[src/design/rsfs_pkg.sv]
// ----------------------------------------------------------------------------
// Record scheduler package
// Shared types, register indexes, opcodes and sizes of the record scheduler.
// ----------------------------------------------------------------------------
`timescale 1ns / 1ps

package rsfs_pkg;

  localparam int SLOT_COUNT = 10;
  localparam int SLOT_W     = 4;

  localparam int CFG_IDX_W  = 3;
  localparam int CFG_DATA_W = 17;

  localparam logic [CFG_IDX_W-1:0] REG_HOUR_LIMIT     = 3'd0;
  localparam logic [CFG_IDX_W-1:0] REG_DAY_LIMIT      = 3'd1;
  localparam logic [CFG_IDX_W-1:0] REG_BATTERY_MIN_MV = 3'd2;
  localparam logic [CFG_IDX_W-1:0] REG_STEADY_TICKS   = 3'd3;
  localparam logic [CFG_IDX_W-1:0] REG_ERASE_LIMIT    = 3'd4;

  localparam logic [1:0] OP_TICK  = 2'd0;
  localparam logic [1:0] OP_FUEL  = 2'd1;
  localparam logic [1:0] OP_QUERY = 2'd2;

  localparam logic [16:0] HOUR_LIMIT_RST     = 17'd3600;
  localparam logic [16:0] DAY_LIMIT_RST      = 17'd86400;
  localparam logic [12:0] BATTERY_MIN_MV_RST = 13'd2500;
  localparam logic [7:0]  STEADY_TICKS_RST   = 8'd15;
  localparam logic [15:0] ERASE_LIMIT_RST    = 16'd1000;

  typedef struct packed {
    logic [1:0]  opcode;
    logic [15:0] elapsed_seconds;
    logic [12:0] battery_mv;
  } in_item_t;

  typedef struct packed {
    logic              record_written;
    logic              page_erased;
    logic [SLOT_W-1:0] slot_number;
    logic [15:0]       wear_count;
    logic              worn_out;
  } out_item_t;

  typedef struct packed {
    logic [16:0] hour_limit;
    logic [16:0] day_limit;
    logic [12:0] battery_min_mv;
    logic [7:0]  steady_ticks;
    logic [15:0] erase_limit;
  } cfg_regs_t;

endpackage

[src/design/rsfs_cfg_regs.sv]
// ----------------------------------------------------------------------------
// Record scheduler configuration registers
// Holds the limits and thresholds written over the configuration channel.
// ----------------------------------------------------------------------------
`timescale 1ns / 1ps

module rsfs_cfg_regs (
  input  logic                              clk,
  input  logic                              rst_n,
  input  logic                              wr_en,
  input  logic [rsfs_pkg::CFG_IDX_W-1:0]    wr_index,
  input  logic [rsfs_pkg::CFG_DATA_W-1:0]   wr_data,
  output rsfs_pkg::cfg_regs_t               cfg
);

  rsfs_pkg::cfg_regs_t cfg_r;
  rsfs_pkg::cfg_regs_t cfg_nxt;

  always_comb begin
    cfg_nxt = cfg_r;
    if (wr_en) begin
      case (wr_index)
        rsfs_pkg::REG_HOUR_LIMIT:     cfg_nxt.hour_limit     = wr_data[16:0];
        rsfs_pkg::REG_DAY_LIMIT:      cfg_nxt.day_limit      = wr_data[16:0];
        rsfs_pkg::REG_BATTERY_MIN_MV: cfg_nxt.battery_min_mv = wr_data[12:0];
        rsfs_pkg::REG_STEADY_TICKS:   cfg_nxt.steady_ticks   = wr_data[7:0];
        rsfs_pkg::REG_ERASE_LIMIT:    cfg_nxt.erase_limit    = wr_data[15:0];
        default: cfg_nxt = cfg_r;
      endcase
    end
  end

  always_ff @(posedge clk) begin
    if (!rst_n) begin
      cfg_r.hour_limit     <= rsfs_pkg::HOUR_LIMIT_RST;
      cfg_r.day_limit      <= rsfs_pkg::DAY_LIMIT_RST;
      cfg_r.battery_min_mv <= rsfs_pkg::BATTERY_MIN_MV_RST;
      cfg_r.steady_ticks   <= rsfs_pkg::STEADY_TICKS_RST;
      cfg_r.erase_limit    <= rsfs_pkg::ERASE_LIMIT_RST;
    end else begin
      cfg_r <= cfg_nxt;
    end
  end

  assign cfg = cfg_r;

endmodule

[src/design/rsfs_sched.sv]
// ----------------------------------------------------------------------------
// Record scheduler decision logic
// Holds the scheduling state and works out the result of one transaction.
// ----------------------------------------------------------------------------
`timescale 1ns / 1ps

module rsfs_sched (
  input  logic                 clk,
  input  logic                 rst_n,
  input  logic                 step,
  input  rsfs_pkg::in_item_t   item,
  input  rsfs_pkg::cfg_regs_t  cfg,
  output rsfs_pkg::out_item_t  res
);

  logic [31:0]               seconds_r, seconds_nxt;
  logic [7:0]                steady_r, steady_nxt;
  logic                      fuel_r, fuel_nxt;
  logic [rsfs_pkg::SLOT_W-1:0] slots_r, slots_nxt;
  logic [15:0]               erase_r, erase_nxt;

  logic [32:0] sum;
  logic [31:0] sec_add;
  logic        due;
  logic [7:0]  steady_inc;
  logic        fire;
  logic        full;

  always_comb begin
    sum        = {1'b0, seconds_r} + {17'b0, item.elapsed_seconds};
    sec_add    = sum[32] ? 32'hFFFF_FFFF : sum[31:0];
    due        = ((sec_add > {15'b0, cfg.hour_limit}) && fuel_r) ||
                 (sec_add > {15'b0, cfg.day_limit});
    steady_inc = (steady_r == 8'hFF) ? steady_r : steady_r + 8'd1;
    fire       = steady_inc >= cfg.steady_ticks;
    full       = slots_r >= rsfs_pkg::SLOT_W'(rsfs_pkg::SLOT_COUNT);

    seconds_nxt = seconds_r;
    steady_nxt  = steady_r;
    fuel_nxt    = fuel_r;
    slots_nxt   = slots_r;
    erase_nxt   = erase_r;
    res         = '0;

    case (item.opcode)
      rsfs_pkg::OP_TICK: begin
        seconds_nxt = sec_add;
        if (due) begin
          if (item.battery_mv >= cfg.battery_min_mv) begin
            steady_nxt = steady_inc;
            if (fire) begin
              steady_nxt  = '0;
              fuel_nxt    = 1'b0;
              seconds_nxt = '0;
              if (erase_r > cfg.erase_limit) begin
                res.worn_out = 1'b1;
              end else begin
                if (full) begin
                  res.page_erased = 1'b1;
                  erase_nxt = (erase_r == 16'hFFFF) ? erase_r : erase_r + 16'd1;
                  slots_nxt = rsfs_pkg::SLOT_W'(1);
                end else begin
                  slots_nxt = slots_r + rsfs_pkg::SLOT_W'(1);
                end
                res.slot_number    = slots_nxt;
                res.record_written = 1'b1;
              end
            end
          end else begin
            steady_nxt = '0;
            fuel_nxt   = 1'b0;
          end
        end else begin
          fuel_nxt = 1'b0;
        end
      end
      rsfs_pkg::OP_FUEL: begin
        fuel_nxt = 1'b1;
      end
      rsfs_pkg::OP_QUERY: begin
        res.slot_number = slots_r;
      end
      default: begin
        fuel_nxt = fuel_r;
      end
    endcase

    res.wear_count = erase_nxt;
  end

  always_ff @(posedge clk) begin
    if (!rst_n) begin
      seconds_r <= '0;
      steady_r  <= '0;
      fuel_r    <= 1'b0;
      slots_r   <= '0;
      erase_r   <= '0;
    end else if (step) begin
      seconds_r <= seconds_nxt;
      steady_r  <= steady_nxt;
      fuel_r    <= fuel_nxt;
      slots_r   <= slots_nxt;
      erase_r   <= erase_nxt;
    end
  end

endmodule

[src/design/record_scheduler_flash_slots_core.sv]
// ----------------------------------------------------------------------------
// Record scheduler for a flash record ring
// Decides when a record is saved and which ring slot receives it.
// ----------------------------------------------------------------------------
// The block takes one transaction per clock cycle while its results are being
// taken. An accepted transaction lands in an input register; the decision
// logic then reads it together with the scheduling state, updates that state
// and loads the result register, from which the result is offered until it is
// taken. Both registers advance whenever the result register is empty or being
// taken, so input and output stalls are absorbed without gaps. Configuration
// writes are taken in every cycle and should only be issued while no
// transaction is in flight.
`timescale 1ns / 1ps

module record_scheduler_flash_slots_core (
  input  logic                            clk,
  input  logic                            rst_n,
  input  logic                            in_valid,
  output logic                            in_ready,
  input  rsfs_pkg::in_item_t              in_data,
  output logic                            out_valid,
  input  logic                            out_ready,
  output rsfs_pkg::out_item_t             out_data,
  input  logic                            cfg_valid,
  output logic                            cfg_ready,
  input  logic [rsfs_pkg::CFG_IDX_W-1:0]  cfg_index,
  input  logic [rsfs_pkg::CFG_DATA_W-1:0] cfg_data
);

  logic                 in_valid_r;
  rsfs_pkg::in_item_t   in_data_r;
  logic                 out_valid_r;
  rsfs_pkg::out_item_t  out_data_r;
  logic                 advance;
  logic                 step;
  rsfs_pkg::cfg_regs_t  cfg;
  rsfs_pkg::out_item_t  res;

  assign cfg_ready = 1'b1;
  assign advance   = !out_valid_r || out_ready;
  assign step      = in_valid_r && advance;
  assign in_ready  = !in_valid_r || advance;

  rsfs_cfg_regs u_cfg (
    .clk      (clk),
    .rst_n    (rst_n),
    .wr_en    (cfg_valid && cfg_ready),
    .wr_index (cfg_index),
    .wr_data  (cfg_data),
    .cfg      (cfg)
  );

  rsfs_sched u_sched (
    .clk   (clk),
    .rst_n (rst_n),
    .step  (step),
    .item  (in_data_r),
    .cfg   (cfg),
    .res   (res)
  );

  always_ff @(posedge clk) begin
    if (!rst_n) begin
      in_valid_r <= 1'b0;
    end else if (in_valid && in_ready) begin
      in_valid_r <= 1'b1;
    end else if (step) begin
      in_valid_r <= 1'b0;
    end
  end

  always_ff @(posedge clk) begin
    if (in_valid && in_ready) begin
      in_data_r <= in_data;
    end
  end

  always_ff @(posedge clk) begin
    if (!rst_n) begin
      out_valid_r <= 1'b0;
    end else if (step) begin
      out_valid_r <= 1'b1;
    end else if (out_ready) begin
      out_valid_r <= 1'b0;
    end
  end

  always_ff @(posedge clk) begin
    if (step) begin
      out_data_r <= res;
    end
  end

  assign out_valid = out_valid_r;
  assign out_data  = out_data_r;

endmodule

[config.mk]
export PLATFORM = sky130hd
export DESIGN_NAME = record_scheduler_flash_slots_core
export DESIGN_NICKNAME = d
export VERILOG_FILES = /design/src/design/rsfs_pkg.sv /design/src/design/rsfs_cfg_regs.sv /design/src/design/rsfs_sched.sv /design/src/design/record_scheduler_flash_slots_core.sv
export SDC_FILE = /design/constraint.sdc
export NUM_CORES = 1
export LEC_CHECK = 0
export BUFFER_PORTS_ARGS = -buffer_cell sky130_fd_sc_hd__buf_2
export CORE_MARGIN = 2
export CORE_UTILIZATION = 55
export DETAILED_ROUTE_END_ITERATION = 10
export HOLD_SLACK_MARGIN = 0.03
export PLACE_DENSITY = 0.75
export SYNTH_ARGS = -nofsm -noshare
export SYNTH_HDL_FRONTEND = slang
export SYNTH_HIERARCHICAL = 1
export SYNTH_SLANG_ARGS = --single-unit
export TNS_END_PERCENT = 50
[constraint.sdc]
create_clock -name clk -period 6.1 [get_ports clk]
set_input_delay 0.61 -clock clk [delete_from_list [all_inputs] [get_ports clk]]
set_output_delay 0.61 -clock clk [all_outputs]
set_load 0.05 [all_outputs]
==> impl_metrics.tcl <==
set metrics [dict create \
    outcome "complete, no violations" \
    cts.htree.levels 4 \
    routabilityCongestion 0.9789 \
    cts_tree "yes" \
    via_per_inst 5.879 \
    fin_setup_tns_ps 0 \
    final_period_minus_worst_setup_slack_ps 5679 \
    max-slew-margin-rel_pct 17.97 \
    most_frequent_cells_in_the_layout "sky130_fd_sc_hd__nand2_1 (144), sky130_fd_sc_hd__dfxtp_1 (134), sky130_fd_sc_hd__inv_1 (97), sky130_fd_sc_hd__ha_1 (91), sky130_fd_sc_hd__buf_2 (80)" \
    grt_max_degree 103 \
    timing.critical_path.arrival_ps 6030 \
    synth_fp_nets 1423 \
    cts_inserted_buffers 17 \
    clock_pin_transition_on_the_worst_setup_and_hold_timing_paths_ps 80 \
    power.leakage_nw 5.187 \
    die_width_um 147.4 \
    synth_top_cells_by_area "sky130_fd_sc_hd__dfxtp_1 (24%), sky130_fd_sc_hd__edfxtp_1 (14%), sky130_fd_sc_hd__ha_1 (10%), sky130_fd_sc_hd__mux2i_1 (6.5%), sky130_fd_sc_hd__nand2_1 (4.8%)" \
    place_hpwl_um 19810 \
    drive_gt1_share_pct 11.74 \
    drc 0 \
    worst-path-max-fanout 17 \
    maximum_resistive_drop_on_vdd_mv 0.2042 \
    timing.final.max_slew_violations 0 \
    worstMarginPinSlew_ps 1214 \
    grt_setup_unrepaired "no" \
    xor_xnor_cell_area_share_of_the_yosys_netlist_pct 2.632 \
    yosysSeqAreaShare_pct 38.04 \
    finalWorstSetupSlack_ps 421.2 \
    r2r.worst_path.cells 19 \
    seqPwrFrac_pct 48.5 \
    die_area_mm2 0.02173 \
    final_common_cell "sky130_fd_sc_hd__nand2_1" \
    critPathLaunchType "flip-flop" \
    net-switching-power_mw 0.7528 \
    regToRegSetupSlack_ps 420 \
    synth_top_area_share_pct 23.71 \
    hold_class "primary input to flip-flop" \
    post_synth_mux_area_share_pct 6.945 \
    critPathRequiredTime_ps 6450 \
    netlist.top_cell.by_area "sky130_fd_sc_hd__dfxtp_1" \
    reg2reg_to "u_sched/seconds_r[1]$_SDFFE_PN0P_" \
    setup.worst_path.end_class "flip-flop" \
    ctsLongestPathBuffers 2 \
    post-route-period-util_pct 93.09 \
    synth_simple_gate_area_share_pct 20.98 \
    start_util_pct 55.91 \
    rr_startpoint "in_data_r[24]$_DFFE_PP_" \
    highest_clock_rate_ghz 0.1761 \
    cts_resized 0 \
    syn_area_per_cell_um2 8.873 \
    fillCellCount 1772 \
    area.sequential_mm2 0.004304 \
    rows 52 \
    grt_first_pass_wirelength_um 44370 \
    synth_edf_count 54 \
    synth_to_final_area_change_pct 10.05 \
    post-route-cell-area_mm2 0.01245 \
    final-hold-violation-count 0 \
    track_usage_pct 25.28 \
    globalRouteOverflowTotal 0 \
    drt_first_iter_violations 782 \
    yosys_register_bits 188 \
    core_region_area_mm2 0.02023 \
    routed_wirelength_um 27170 \
    number_of_distinct_standard_cells_referenced_by_the_synthesized_netlist 78 \
    syn-instance-count 1275 \
    power.density_mw_per_mm2 220.4 \
    post-cts-setup-buffers 0 \
    antenna-diode-count 0 \
    tritoncts_sinks 188 \
    synth_compound_gate_area_share_pct 14.99 \
    cts.hold.buffers_added 0 \
    detail_route.wl_per_cell_um 16.99 \
    clk_root_buffer_cell "sky130_fd_sc_hd__clkbuf_16" \
    port-buffer-count 80 \
    via_count_of_the_first_global_routing_pass 8823 \
    finalSetupViolations 0 \
    finalNetCount 1464 \
    drv.max_cap_violation_count 0 \
    pre_cts_ws_ps 480.5 \
    worst_setup_path_category "flip-flop to flip-flop" \
    antenna_found_initial 0 \
    clock_latency_ps 440 \
    timing.clock.skew_ps 13.50 \
    power.share.combinational_pct 10.7 \
    min_path_cells 1 \
    drtAntennaViolNets 0 \
    worstHoldStart "in_data[0]" \
    multiInputGateArea_mm2 0.006341 \
    power_report.internal_total_mw 1.991 \
    postSynth.asyncResetShare_pct 0 \
    post_synth_fa_ha_maj_area_fraction_pct 10.24 \
    netSwitchingFraction_pct 27.44 \
    synth_top_family_by_area "simple AND/OR/NAND/NOR gates" \
    hold-path-endpoint "in_data_r[0]$_DFFE_PP_" \
    router_iterations_before_antenna_repair 5 \
    mappedNetlistArea_mm2 0.01131 \
    num_io_pins 82 \
    yosys_warnings 6 \
    synth_flop_cell "sky130_fd_sc_hd__dfxtp_1" \
    die_y_um 147.4 \
    place_area_mm2 0.01186 \
    share_clk_of_total_power_pct 40.8 \
    routed-via-count 9400 \
]
-- layout make-up --
cell class              count  area share (%)
multi-input cells         919           50.93
clock buffers              19           3.638
flip-flops and latches    188           34.57
inverters                  97           2.924
clock inverters            13           1.126
well taps                 270           2.713
repair buffers             93           4.100
-- critical path: stages (launching register included) --
cell and delay [ps]:
sky130_fd_sc_hd__edfxtp_1 370, sky130_fd_sc_hd__ha_1 480, sky130_fd_sc_hd__nand4_1 180, sky130_fd_sc_hd__or3_1 370, sky130_fd_sc_hd__a21oi_1 400, sky130_fd_sc_hd__or3_1 230, sky130_fd_sc_hd__xnor2_1 120, sky130_fd_sc_hd__and2_1 190
sky130_fd_sc_hd__inv_1 80, sky130_fd_sc_hd__ha_1 300, sky130_fd_sc_hd__nand4_1 160, sky130_fd_sc_hd__or4_1 590, sky130_fd_sc_hd__nor3_1 170, sky130_fd_sc_hd__nor2_1 70, sky130_fd_sc_hd__a32oi_1 160, sky130_fd_sc_hd__and4_1 200
sky130_fd_sc_hd__nand4_1 140, sky130_fd_sc_hd__o31a_1 420, sky130_fd_sc_hd__or3_2 710, sky130_fd_sc_hd__o21ai_0 240
-- logic make-up (layout without fill, tap and decap cells) --
logic type               Yosys count  after routing
buffers and inverters            168            222
adder cells (fa/ha/maj)           92             92
XOR/XNOR                          34             34
multiplexers                      78             78
flip-flops                       188            188
AO/OA/AOI/OAI                    256            256
AND/OR/NAND/NOR                  458            458
other                              1              1
-- worst max-delay path by stage --
stage                       startpoint                                  to  cells after the start
2_1_floorplan  in_data_r[24]$_DFFE_PP_   u_sched/seconds_r[5]$_SDFFE_PN0P_                     23
3_3_place_gp   in_data_r[13]$_DFFE_PP_  u_sched/seconds_r[15]$_SDFFE_PN0P_                     19
3_5_place_dp   in_data_r[13]$_DFFE_PP_   u_sched/seconds_r[1]$_SDFFE_PN0P_                     19
4_1_cts        in_data_r[13]$_DFFE_PP_   u_sched/seconds_r[1]$_SDFFE_PN0P_                     19
5_1_grt        in_data_r[14]$_DFFE_PP_   u_sched/seconds_r[1]$_SDFFE_PN0P_                     20
6_report       in_data_r[24]$_DFFE_PP_   u_sched/seconds_r[1]$_SDFFE_PN0P_                     19
-- layer usage --
layer / share of wire, % / vias up / global-route usage [%]
met5: 0 / - / 0
met4: 1.5 / 0 / 7.115
met3: 5.0 / 36 / 3.858
met2: 48 / 286 / 42.48
met1: 46 / 4433 / 34.10
li1: - / 4645 / -
-- power by group through the flow --
stage	registers [mW]	logic, mW	clock network (mW)
2_1_floorplan	1.38	0.183	0
3_3_place_gp	1.36	0.284	0
3_5_place_dp	1.36	0.290	0
4_1_cts	1.33	0.292	1.13
5_1_grt	1.33	0.325	1.19
6_report	1.33	0.293	1.12
-- synthesized netlist by cell type, drive strengths merged (4+ instances only) --
cell and count:
nor2b 50, o21ai 57, and4 6, nor3 31, a21o 20, mux2 4
mux2i 74, nand4 32, buf 24, or4 14, nand3 41, nor2 60
and2 19, o211ai 6, a31oi 5, a211oi 10, inv 97, ha 91
xnor2 17, a21boi 7, o31ai 13, or3 10, nand2 144, dfxtp 134
o21a 9, clkbuf 47, o22ai 6, and3 13, a2111oi 4, a311oi 11
nand2b 12, xor2 17, edfxtp 54, a21oi 80, nor4 5
-- through the flow --
step / hold WS [ps] / utilization [%] / instances / power (mW)
floorplan: 429.1 / - / 1275 / 1.565
global placement: 444.0 / 58.60 / 1567 / 1.644
detailed placement: 447.1 / 58.60 / 1567 / 1.651
CTS: 327.5 / 61.53 / 1599 / 2.755
global route: 317.1 / 61.53 / 1599 / 2.847
finish: 342.0 / 61.53 / 1599 / 2.744
-- registers in the layout, indices dropped and copies added (netlist names) --
register and flops:
out_data 23, u_sched/erase_r 16, in_data_r 31, u_sched/slots_r 4, u_sched/steady_r 8, u_cfg/cfg 71
in_valid_r 1, u_sched/seconds_r 32, u_sched/fuel_r 1, out_valid 1
No activity file was read; power rests on OpenSTA's default activity.
